### src/hw/rtl/dme_pkg.sv
// Shared types, constants and helper functions for the determinant
// matrix element block. No dependencies.
package dme_pkg;

   localparam int ORBITALS = 16;
   localparam int ORB_W    = $clog2(ORBITALS);
   localparam int CNT_W    = $clog2(ORBITALS + 1);
   localparam int ONE_AW   = 2 * ORB_W;
   localparam int TWO_AW   = 4 * ORB_W;

   // command codes
   localparam logic [1:0] CMD_WR_ONE = 2'd0;
   localparam logic [1:0] CMD_WR_TWO = 2'd1;
   localparam logic [1:0] CMD_EVAL   = 2'd2;

   // excitation level codes
   localparam logic [1:0] LVL_DIAG   = 2'd0;
   localparam logic [1:0] LVL_SINGLE = 2'd1;
   localparam logic [1:0] LVL_DOUBLE = 2'd2;
   localparam logic [1:0] LVL_NONE   = 2'd3;

   typedef logic [ORB_W-1:0]    orb_type;
   typedef logic [ORBITALS-1:0] occ_type;

   // classification of one bra/ket pair
   typedef struct packed {
      logic [1:0] level;
      orb_type    ex0;
      orb_type    ex1;
      orb_type    ho0;
      orb_type    ho1;
      logic       neg;
   } class_type;

   // negate with saturation of the most negative value
   function automatic logic signed [31:0] neg_sat_f(input logic signed [31:0] v);
      logic signed [31:0] r;
      if (v == 32'sh8000_0000) begin
         r = 32'sh7FFF_FFFF;
      end else begin
         r = -v;
      end
      return r;
   endfunction

   // parity of occupied orbitals in [cre,ann) if ann>cre, else (ann,cre)
   function automatic logic parity_f(input occ_type occ, input orb_type ann,
                                     input orb_type cre);
      logic p;
      p = 1'b0;
      for (int k = 0; k < ORBITALS; k++) begin
         if (ann > cre) begin
            if (k >= int'(cre) && k < int'(ann)) p = p ^ occ[k];
         end else begin
            if (k > int'(ann) && k < int'(cre)) p = p ^ occ[k];
         end
      end
      return p;
   endfunction

endpackage

### src/hw/rtl/dme_classify.sv
// Excitation classifier: finds particle/hole orbitals and the fermionic
// sign of a bra/ket pair. Depends on dme_pkg.
module dme_classify (
   input  dme_pkg::occ_type   bra,
   input  dme_pkg::occ_type   ket,
   output dme_pkg::class_type cls
);
   import dme_pkg::*;

   localparam occ_type ORB_ONE = occ_type'(1);

   occ_type            exc;
   occ_type            hol;
   occ_type            proxy;
   logic [CNT_W-1:0]   ne;
   logic [CNT_W-1:0]   nh;
   orb_type            ex0, ex1, ho0, ho1;
   logic               fe0, fe1, fh0, fh1;
   logic               par0;

   assign exc = bra & ~ket;
   assign hol = ket & ~bra;

   // counts and first two set positions of each mask
   always_comb begin
      ne = '0; nh = '0;
      ex0 = '0; ex1 = '0; ho0 = '0; ho1 = '0;
      fe0 = 1'b0; fe1 = 1'b0; fh0 = 1'b0; fh1 = 1'b0;
      for (int k = 0; k < ORBITALS; k++) begin
         ne = ne + CNT_W'(exc[k]);
         nh = nh + CNT_W'(hol[k]);
         if (exc[k] && fe0 && !fe1) begin
            ex1 = orb_type'(k); fe1 = 1'b1;
         end
         if (exc[k] && !fe0) begin
            ex0 = orb_type'(k); fe0 = 1'b1;
         end
         if (hol[k] && fh0 && !fh1) begin
            ho1 = orb_type'(k); fh1 = 1'b1;
         end
         if (hol[k] && !fh0) begin
            ho0 = orb_type'(k); fh0 = 1'b1;
         end
      end
   end

   assign proxy = (ket & ~(ORB_ONE << ho0)) | (ORB_ONE << ex0);
   assign par0  = parity_f(ket, ho0, ex0);

   always_comb begin
      cls.ex0 = ex0;
      cls.ex1 = ex1;
      cls.ho0 = ho0;
      cls.ho1 = ho1;
      cls.neg = 1'b0;
      if (ne != nh || nh > CNT_W'(2)) begin
         cls.level = LVL_NONE;
      end else if (nh == '0) begin
         cls.level = LVL_DIAG;
      end else if (nh == CNT_W'(1)) begin
         cls.level = LVL_SINGLE;
         cls.neg   = par0;
      end else begin
         cls.level = LVL_DOUBLE;
         cls.neg   = 1'b1 ^ par0 ^ parity_f(proxy, ho1, ex1);
      end
   end

endmodule

### config.mk
export PLATFORM = sky130hd
export DESIGN_NAME = dme_classify
export DESIGN_NICKNAME = d
export VERILOG_FILES = /design/src/hw/rtl/dme_pkg.sv /design/src/hw/rtl/dme_classify.sv
export SDC_FILE = /design/constraint.sdc
export NUM_CORES = 1
export LEC_CHECK = 0
export BUFFER_PORTS_ARGS = -buffer_cell sky130_fd_sc_hd__buf_2
export CORE_ASPECT_RATIO = 1.2
export CORE_MARGIN = 2
export CORE_UTILIZATION = 30
export DETAILED_ROUTE_END_ITERATION = 10
export PLACE_DENSITY = 0.45
export SLEW_MARGIN = 20
export SYNTH_ARGS = -nofsm -noshare
export SYNTH_HDL_FRONTEND = slang
export SYNTH_SLANG_ARGS = --single-unit
### constraint.sdc
create_clock -name vclk -period 7
set_clock_uncertainty 0.1 [all_clocks]
set_input_delay 0.35 -clock vclk [all_inputs]
set_output_delay 0.35 -clock vclk [all_outputs]
set_load 0.005 [all_outputs]
# Yosys cells after proc, flatten, opt, wreduce, memory -nomap -nowiden
# Cells that the tools add are included.
# classes
magnitude_cmp	119
muxes	257
n_reduce_logical	206
eq_ne	2
n_shift	2
bitwise	37
addsub	30
# op_table
operator	count
$mux 4	54
$mux 1	198
$logic_and 1x1->1	146
$lt 4x4->1 const A	28
$add 5x1->5	22
$lt 3x4->1 const A	16
$logic_not 1->1	58
$ge 4x4->1 const A	14
$gt 4x4->1 const A	14
$and 16x16->16	2
$ge 3x4->1 const A	8
$gt 3x4->1 const A	8
$lt 2x4->1 const A	8
$not 16->16	2
$shl 1x4->15 const A	2
$xor 1x1->1	29
$lt 1x4->1 const A	6
$ge 1x4->1 const A	4
$ge 2x4->1 const A	4
$gt 2x4->1 const A	4
$and 15x15->15	1
$not 15->15	1
$or 15x15->15	1
$add 4x1->5	2
other kinds (12)	21
# word_totals
ff_bits	0

# Depth between registers and ports, before layout
# Gate-level depths: netlist (run 1).
# depth
ltp_word	145
ltp_mapped	28
depth_no_buf	27

# Least setup slack after synthesis (run 1)
# OpenSTA, ideal clock, no wires.
# synth_timing
path_type	in2out
start	in bra[0]
end	out cls[0] (netlist bit)
setup_slack_ps	1006
cell_stages	24
arrival_time_ps	5544
cell_sequence	nor2b_1 -> inv_1 -> ha_1 -> maj3_1 -> nor2b_1 -> buf_2 -> a31o_2 -> a32oi_1 -> o22ai_1 -> a31oi_1 -> ha_1 -> a21oi_1 -> nand2_1 -> a211oi_1 -> a31o_1 -> nor2_2 -> a211oi_1 -> a41oi_1 -> a21oi_1 -> xor3_1 -> xnor3_1 -> and4_4 -> or4_1 -> a211oi_1
# synth_lines
element	line	rtl
from (decl)	dme_classify.sv:4	input dme_pkg::occ_type bra,
to (decl)	dme_classify.sv:6	output dme_pkg::class_type cls

==> run_results.csv, run 1 <==
group,metric,value,unit
status,status,"completed",
drt,vias,6040,
yosys,synth_cells,738,
floorplan,die_w,123,um
sta,tightest_slew,0.832,ns
global_routing,grt_pass1_wl,33300,um
sta,finalSetupViolations,0,
setup_path,worstPathRequired,6.55,ns
power_and_ir_drop,p_per_area,164,nW/um2
setup_path,path_class,"in2out",
place,pre_cts_slack,0.117,ns
drt,vias_per_cell,5.90,
yosys,synth_most_common_cell,"nand2_1",
setup_path,arrival,6.15,ns
layout,nClkBuffers,0,
setup_path,cp-start-kind,"input port",
layout,final_core_util,35.1,%
global_routing,track_usage,23.9,%
power_and_ir_drop,leakage,0.00243,uW
yosys,avgSynthCellArea,6.85,um2
global_routing,globalRouteOverflowTotal,0,
layout,diodes,0,
sta,fin_tns_setup,0,ns
sta,fin_ws,0.397,ns
drt,wl_per_cell,21.2,um
drt,drc_errors,0,
clock_tree,postCtsHoldBufs,0,
place,gp_congestion,0.943,
yosys,syn_nets,815,
sta,fin_crit,6.60,ns
power_and_ir_drop,power,962,uW
setup_path,cp-end-kind,"output port",
sta,clock.fmax,151,MHz
yosys,syn_area,5060,um2
global_routing,grt_max_degree,15,
hold_path,hp-class,"in2out",
sta,period_share,94.3,%
layout,area_delta_synth_final,16.0,%
place,portBuffers,51,
yosys,synth.area.top_cells,"fa_1, ha_1, nand2_1",
layout,seq_cells,0,
sta,slew-limit-headroom,44.0,%
setup_path,path_delay_family,"simple AND/OR/NAND/NOR gates",
floorplan,core_area,16700,um2
yosys,yosys.area.top_type,"fa_1",
sta,hold_viol,0,
layout,drive_above_1_share,23.8,%
global_routing,grt_pass1_vias,5825,
drt,drt_iter0_drc,566,
power_and_ir_drop,peakVddDrop,0.0996,mV
layout,fin_nets,887,
global_routing,antenna_found_initial,0,
setup_path,slowest_stage,"or4_1",
layout,multi_input_area,4720,um2
yosys,yosysTopAreaCellShare,7.91,%
sta,slew_violations,0,
floorplan,io_pins,51,
floorplan,rows,52,
yosys,yosysWarnings,0,
drt,ant_nets,0,
floorplan,die-area,17900,um2
setup_path,crit_fanout,9,
yosys,synth.yosys.seq_area_share,0,%
yosys,yosys.cell_types.count,104,
drt,first_pass_iters,5,
place,dpl.hpwl,18300,um
setup_path,critPathMaxStageDelay,0.60,ns
floorplan,die_h,146,um
drt,drt-total-wl,21700,um
job,cap_violations,0,
layout,regArea,0,um2
layout,num-fill-cells,1838,
floorplan,initial_utilization,30.3,%
setup_path,path_buf_inv,5,
yosys,yosys-top-cells-count,"nand2_1, inv_1, nor2_1, a21oi_1, o21ai_0",
## kinds of logic (layout without fill, tap and decap cells)
group | count (synthesis) | count (layout) | synth area share [%]
adders and majority gates | 49 | 49 | 14.9
muxes | 8 | 8 | 1.63
buffers and inverters | 102 | 172 | 8.68
xor gates and xnor gates | 31 | 31 | 5.94
AOI/OAI and AO/OA | 238 | 238 | 34.6
and+or+nand+nor | 310 | 310 | 34.2
## routing by layer
layer / up-vias / global-route usage, % / part of all wire [%]
met5: - / 0 / 0
li1: 2875 / - / -
met3: 42 / 0.859 / 4.2
met2: 200 / 41.7 / 49
met1: 2923 / 30.7 / 42
met4: 0 / 9.14 / 4.5
## area by class of cell
cell class,instances,area share (%)
Inverter,75,4.82
Tap cell,216,4.60
Timing Repair Buffer,97,10.2
Multi-Input combinational cell,636,80.3
## through the flow
| stage | cell area (um2) | std cells | hold WS (ns) |
|---|---|---|---|
| 2_1_floorplan | 5060 | 738 | 0.946 |
| 3_3_place_gp | 5740 | 1020 | 1.40 |
| 3_5_place_dp | 5740 | 1020 | 1.39 |
| 4_1_cts | 5740 | 1020 | 1.40 |
| 5_1_grt | 5870 | 1024 | 1.45 |
| 6_report | 5870 | 1024 | 1.41 |
## power by group
part	internal [uW]	total [uW]	leakage, uW	switching [uW]
logic	365	962	0.00243	597
registers	0	0	0	0
clock network	0	0	0	0
total	365	962	0.00243	597
## path summary, 6_finish.rpt
path	from	end	depth (start not counted)
hold / removal	ket[15]	cls[6]	6
setup / recovery	bra[0]	cls[0]	27
## cell usage in the layout, fill, tap and decap left out, types with 20 or more instances in the layout
master,instances
nand2_1,73
inv_1,54
buf_2,51
nor2_1,48
o21ai_0,46
a21oi_1,46
buf_4,46
nand3_1,38
nor3_1,29
xnor2_1,23
ha_1,23
a31oi_1,22
fa_1,20
## repair_timing
item,CTS,global route
buffers inserted,0,4
resized for setup,0,24
endpoints found under the setup margin,0,1
Power figures use the tool's default switching activity.
==> run 2, diff against run 1 <==
--- a/config.mk
+++ b/config.mk
@@ -10,7 +10,7 @@
 export CORE_MARGIN = 2
 export CORE_UTILIZATION = 30
 export DETAILED_ROUTE_END_ITERATION = 10
-export PLACE_DENSITY = 0.45
+export PLACE_DENSITY = 0.47
 export SLEW_MARGIN = 20
 export SYNTH_ARGS = -nofsm -noshare
 export SYNTH_HDL_FRONTEND = slang
==> constraint.sdc (replaced) <==
create_clock -name vclk -period 5.6
set_clock_uncertainty 0.1 [all_clocks]
set_input_delay 0.28 -clock vclk [all_inputs]
set_output_delay 0.28 -clock vclk [all_outputs]
set_load 0.005 [all_outputs]
==> run 2 against run 1 <==
Compared with the run above:
- the flow now finishes with violations (setup timing)
- critical path depth shrank 1
- via count rose by 12%
- non-clock buffer count is 250 higher
- worst setup slack got worse by 0.59 ns
- core utilization grew 14 points
- sequential share of layout area is the same
- highest routed layer unchanged
==> run_results.csv, run 2 (synthesis gave the netlist of run 1 again) <==
group,metric,value,unit
place,postPlaceCellArea,7570,um2
setup_path,arrival,5.42,ns
layout,diodes,0,
floorplan,initial_utilization,30.3,%
sta,rsz0062_at_grt,"yes",
layout,area_delta_synth_final,62.1,%
layout,nClkBuffers,0,
layout,seq_cells,0,
floorplan,die_h,146,um
layout,final_core_util,49.0,%
sta,whs,1.27,ns
setup_path,startpoint,"ket[0]",
drt,vias_per_cell,5.33,
setup_path,cp-end-kind,"output port",
hold_path,worst_hold_startpoint,"bra[3]",
power_and_ir_drop,p_per_area,196,nW/um2
global_routing,antenna_found_initial,0,
layout,final_common_cell,"buf_4",
drt,drc_errors,0,
layout,num-fill-cells,1733,
layout,drive_above_1_share,46.2,%
power_and_ir_drop,peakVddDrop,0.124,mV
layout,fin_nets,1137,
sta,period_share,103,%
power_and_ir_drop,leakage,0.00373,uW
drt,ant_nets,0,
global_routing,globalRouteOverflowTotal,0,
setup_path,cp.depth,26,
global_routing,grt_pass1_vias,6741,
floorplan,die-area,17900,um2
global_routing,grt_pass1_wl,35600,um
floorplan,io_pins,51,
place,portBuffers,51,
setup_path,critPathMaxStageDelay,0.58,ns
sta,finalSetupViolations,1,
place,pre_cts_slack,-0.674,ns
sta,hold_viol,0,
floorplan,rows,52,
sta,clock.fmax,173,MHz
sta,tightest_slew,0.639,ns
global_routing,grt_max_degree,15,
power_and_ir_drop,power,1610,uW
drt,drt_iter0_drc,372,
setup_path,crit_fanout,5,
setup_path,cp-start-kind,"input port",
layout,regArea,0,um2
hold_path,holdPathStages,7,
place,gp_congestion,0.951,
setup_path,crit_top_cell,"buf_4",
setup_path,slowest_stage,"or4_4",
status,violations,"setup timing",
drt,vias,6790,
sta,slew-limit-headroom,57.3,%
setup_path,worstPathRequired,5.22,ns
setup_path,path_buf_inv,9,
drt,first_pass_iters,5,
drt,drt-total-wl,22700,um
clock_tree,postCtsHoldBufs,0,
sta,fin_ws,-0.195,ns
floorplan,core_area,16700,um2
global_routing,track_usage,25.3,%
status,status,"finished with violations",
layout,multi_input_area,5070,um2
hold_path,hp-class,"in2out",
setup_path,path_class,"in2out",
drt,wl_per_cell,17.8,um
floorplan,die_w,123,um
job,cap_violations,0,
layout,fin_area,8200,um2
setup_path,path_delay_family,"simple AND/OR/NAND/NOR gates",
sta,slew_violations,0,
sta,fin_crit,5.80,ns
place,dpl.hpwl,19700,um
layout,mostFrequentLayoutCells,"buf_4, nand2_1, nor2_1",
[run 2: cell type report]
| cell class | count | share of cell area (%) |
|---|---|---|
| multi-input cells | 636 | 61.9 |
| repair buffers | 347 | 31.3 |
| inverters | 75 | 3.51 |
| well taps | 216 | 3.30 |
[run 2: where the power goes]
| part | switching (uW) | internal, uW | total [uW] |
|---|---|---|---|
| clock network | 0 | 0 | 0 |
| logic | 837 | 772 | 1610 |
| registers | 0 | 0 | 0 |
[run 2: tightest hold or removal path, stage by stage]
cell and delay (ns):
buf_2 0.09, nand2b_1 0.14, nand2_1 0.15, o21ai_0 0.12
nand2_1 0.09, buf_4 0.11, buf_2 0.10
[run 2: path summary, 6_finish.rpt]
check,end,slack [ns]
worst min-delay path,cls[14],1.27
worst max-delay path,cls[0],-0.20
[run 2: per-layer routing]
metal | vias up | wire, um | GRT usage, % | share of wire [%]
met5 | - | 0 | 0 | 0
met4 | 0 | 945 | 8.62 | 4.2
met3 | 48 | 850 | 1.33 | 3.7
met2 | 183 | 11300 | 45.2 | 50
met1 | 3191 | 9610 | 32.0 | 42
li1 | 3368 | - | - | -
[run 2: metrics by stage]
stage,instances,TNS [ns]
floorplan,738,0
global placement,1255,-0.591
detailed placement,1255,-0.674
CTS,1273,-0.152
global route,1274,-0.378
finish,1274,-0.195
[run 2: timing repair]
action,in CTS,in global routing
setup buffers,19,1
endpoints found under the hold margin,0,0
gates resized for setup,82,19
endpoints found under the setup margin,1,2
pin swaps,48,8
cloned,0,0
==> run 3, diff against run 2 <==
--- a/config.mk
+++ b/config.mk
@@ -8,9 +8,9 @@
 export BUFFER_PORTS_ARGS = -buffer_cell sky130_fd_sc_hd__buf_2
 export CORE_ASPECT_RATIO = 1.2
 export CORE_MARGIN = 2
-export CORE_UTILIZATION = 30
+export CORE_UTILIZATION = 40
 export DETAILED_ROUTE_END_ITERATION = 10
-export PLACE_DENSITY = 0.47
+export PLACE_DENSITY = 0.59
 export SLEW_MARGIN = 20
 export SYNTH_ARGS = -nofsm -noshare
 export SYNTH_HDL_FRONTEND = slang
==> run 3 against run 2 <==
Compared with the run above:
- the flow still finishes with violations (setup timing)
- sequential share of layout area is the same
- non-clock buffer count down 34
- via count rose by 4.4%
- first-iteration DRC count is 76% higher
- die area down 24%
- design area shrank 4.4%
- power fell by 4.7%
- largest power group unchanged
==> run_results.csv, run 3 (synthesis gave the netlist of run 1 again) <==
group,metric,value,unit
status,status,"finished with violations",
status,violations,"setup timing",
layout,seq_cells,0,
place,pre_cts_slack,-0.643,ns
sta,clock.fmax,174,MHz
job,cap_violations,0,
setup_path,cp.depth,27,
layout,regArea,0,um2
floorplan,rows,45,
global_routing,antenna_found_initial,0,
setup_path,cp-start-kind,"input port",
sta,hold_viol,0,
setup_path,path_delay_family,"simple AND/OR/NAND/NOR gates",
floorplan,die_h,127,um
power_and_ir_drop,leakage,0.00357,uW
floorplan,die_w,107,um
setup_path,worstPathRequired,5.22,ns
clock_tree,postCtsHoldBufs,0,
place,gp_congestion,1.02,
layout,final_core_util,62.7,%
layout,fin_nets,1103,
floorplan,initial_utilization,40.5,%
drt,wl_per_cell,19.0,um
power_and_ir_drop,power,1530,uW
setup_path,crit_fanout,5,
layout,diodes,0,
drt,wl_met2,11000,um
drt,highest_layer,"met4",
sta,period_share,103,%
hold_path,hp-class,"in2out",
floorplan,io_pins,51,
layout,final_common_cell,"buf_4",
drt,ant_nets,0,
layout,area_delta_synth_final,54.9,%
drt,drt-met1-wl,9060,um
setup_path,arrival,5.38,ns
drt,drt-total-wl,22600,um
sta,rsz0062_at_grt,"yes",
sta,slew_violations,0,
drt,drc_errors,0,
sta,tightest_slew,0.982,ns
sta,finalSetupViolations,1,
global_routing,track_usage,32.7,%
drt,vias,7087,
place,dpl.hpwl,18900,um
power_and_ir_drop,peakVddDrop,0.174,mV
setup_path,slowest_stage,"or4_4",
drt,vias_per_cell,5.97,
drt,met3_length,1270,um
floorplan,die-area,13600,um2
global_routing,grt_pass1_vias,7009,
setup_path,crit_path_end,"cls[0]",
layout,drive_above_1_share,44.7,%
layout,mostFrequentLayoutCells,"buf_4, nand2_1, inv_1, nor2_1, buf_2",
drt,first_pass_iters,6,
setup_path,critPathMaxStageDelay,0.56,ns
place,portBuffers,51,
place,postPlaceCellArea,7330,um2
setup_path,startpoint,"bra[5]",
power_and_ir_drop,p_per_area,196,nW/um2
layout,nClkBuffers,0,
sta,slew-limit-headroom,34.6,%
floorplan,core_area,12500,um2
layout,fin_area,7840,um2
setup_path,cp-end-kind,"output port",
setup_path,path_buf_inv,6,
setup_path,path_class,"in2out",
sta,fin_crit,5.76,ns
global_routing,grt_max_degree,15,
global_routing,grt_pass1_wl,35500,um
global_routing,globalRouteOverflowTotal,0,
sta,fin_ws,-0.158,ns
sta,fin_tns_setup,-0.158,ns
drt,drt_iter0_drc,656,
-- run 3: cell types whose count changed in the layout (fill, tap and decap cells not counted), sizes merged --
cell    previous run  this run
clkinv             4         5
buf              347       313
inv               71        70
-- run 3: worst min path at each step --
stage	start	depth (start not counted)	endpoint
floorplan	ket[15]	4	cls[6]
global placement	ket[14]	6	cls[16]
detailed placement	ket[14]	6	cls[16]
CTS	ket[14]	6	cls[16]
global route	ket[15]	7	cls[6]
finish	ket[14]	6	cls[16]
-- run 3: layer usage --
layer / vias to the layer above / global-route usage, %
met2: 390 / 59.5
met1: 3324 / 40.1
met3: 82 / 1.02
met5: - / 0
li1: 3291 / -
met4: 0 / 14.0
-- run 3: power by group --
group	total [uW]	internal, uW	switching, uW
Clock	0	0	0
Combinational	1530	711	822
Sequential	0	0	0
Total	1530	711	822
-- run 3: timing repair --
action | CTS | global route
setup buffers | 8 | 0
gates resized for setup | 70 | 24
gates cloned | 0 | 0
pin swaps | 39 | 12
setup endpoints to repair | 1 | 2
-- run 3: area by class of cell --
cell class,instances,area [um2]
inverter,75,283
fill,1164,4660
tap,164,205
multi-input combinational,636,5060
timing repair buffer,313,2290
-- run 3: through the flow --
stage / std cells / hold slack (ns)
after floorplan: 738 / 0.806
after global placement: 1181 / 1.22
after detailed placement: 1181 / 1.24
after CTS: 1188 / 1.24
after global routing: 1188 / 1.33
final: 1188 / 1.25
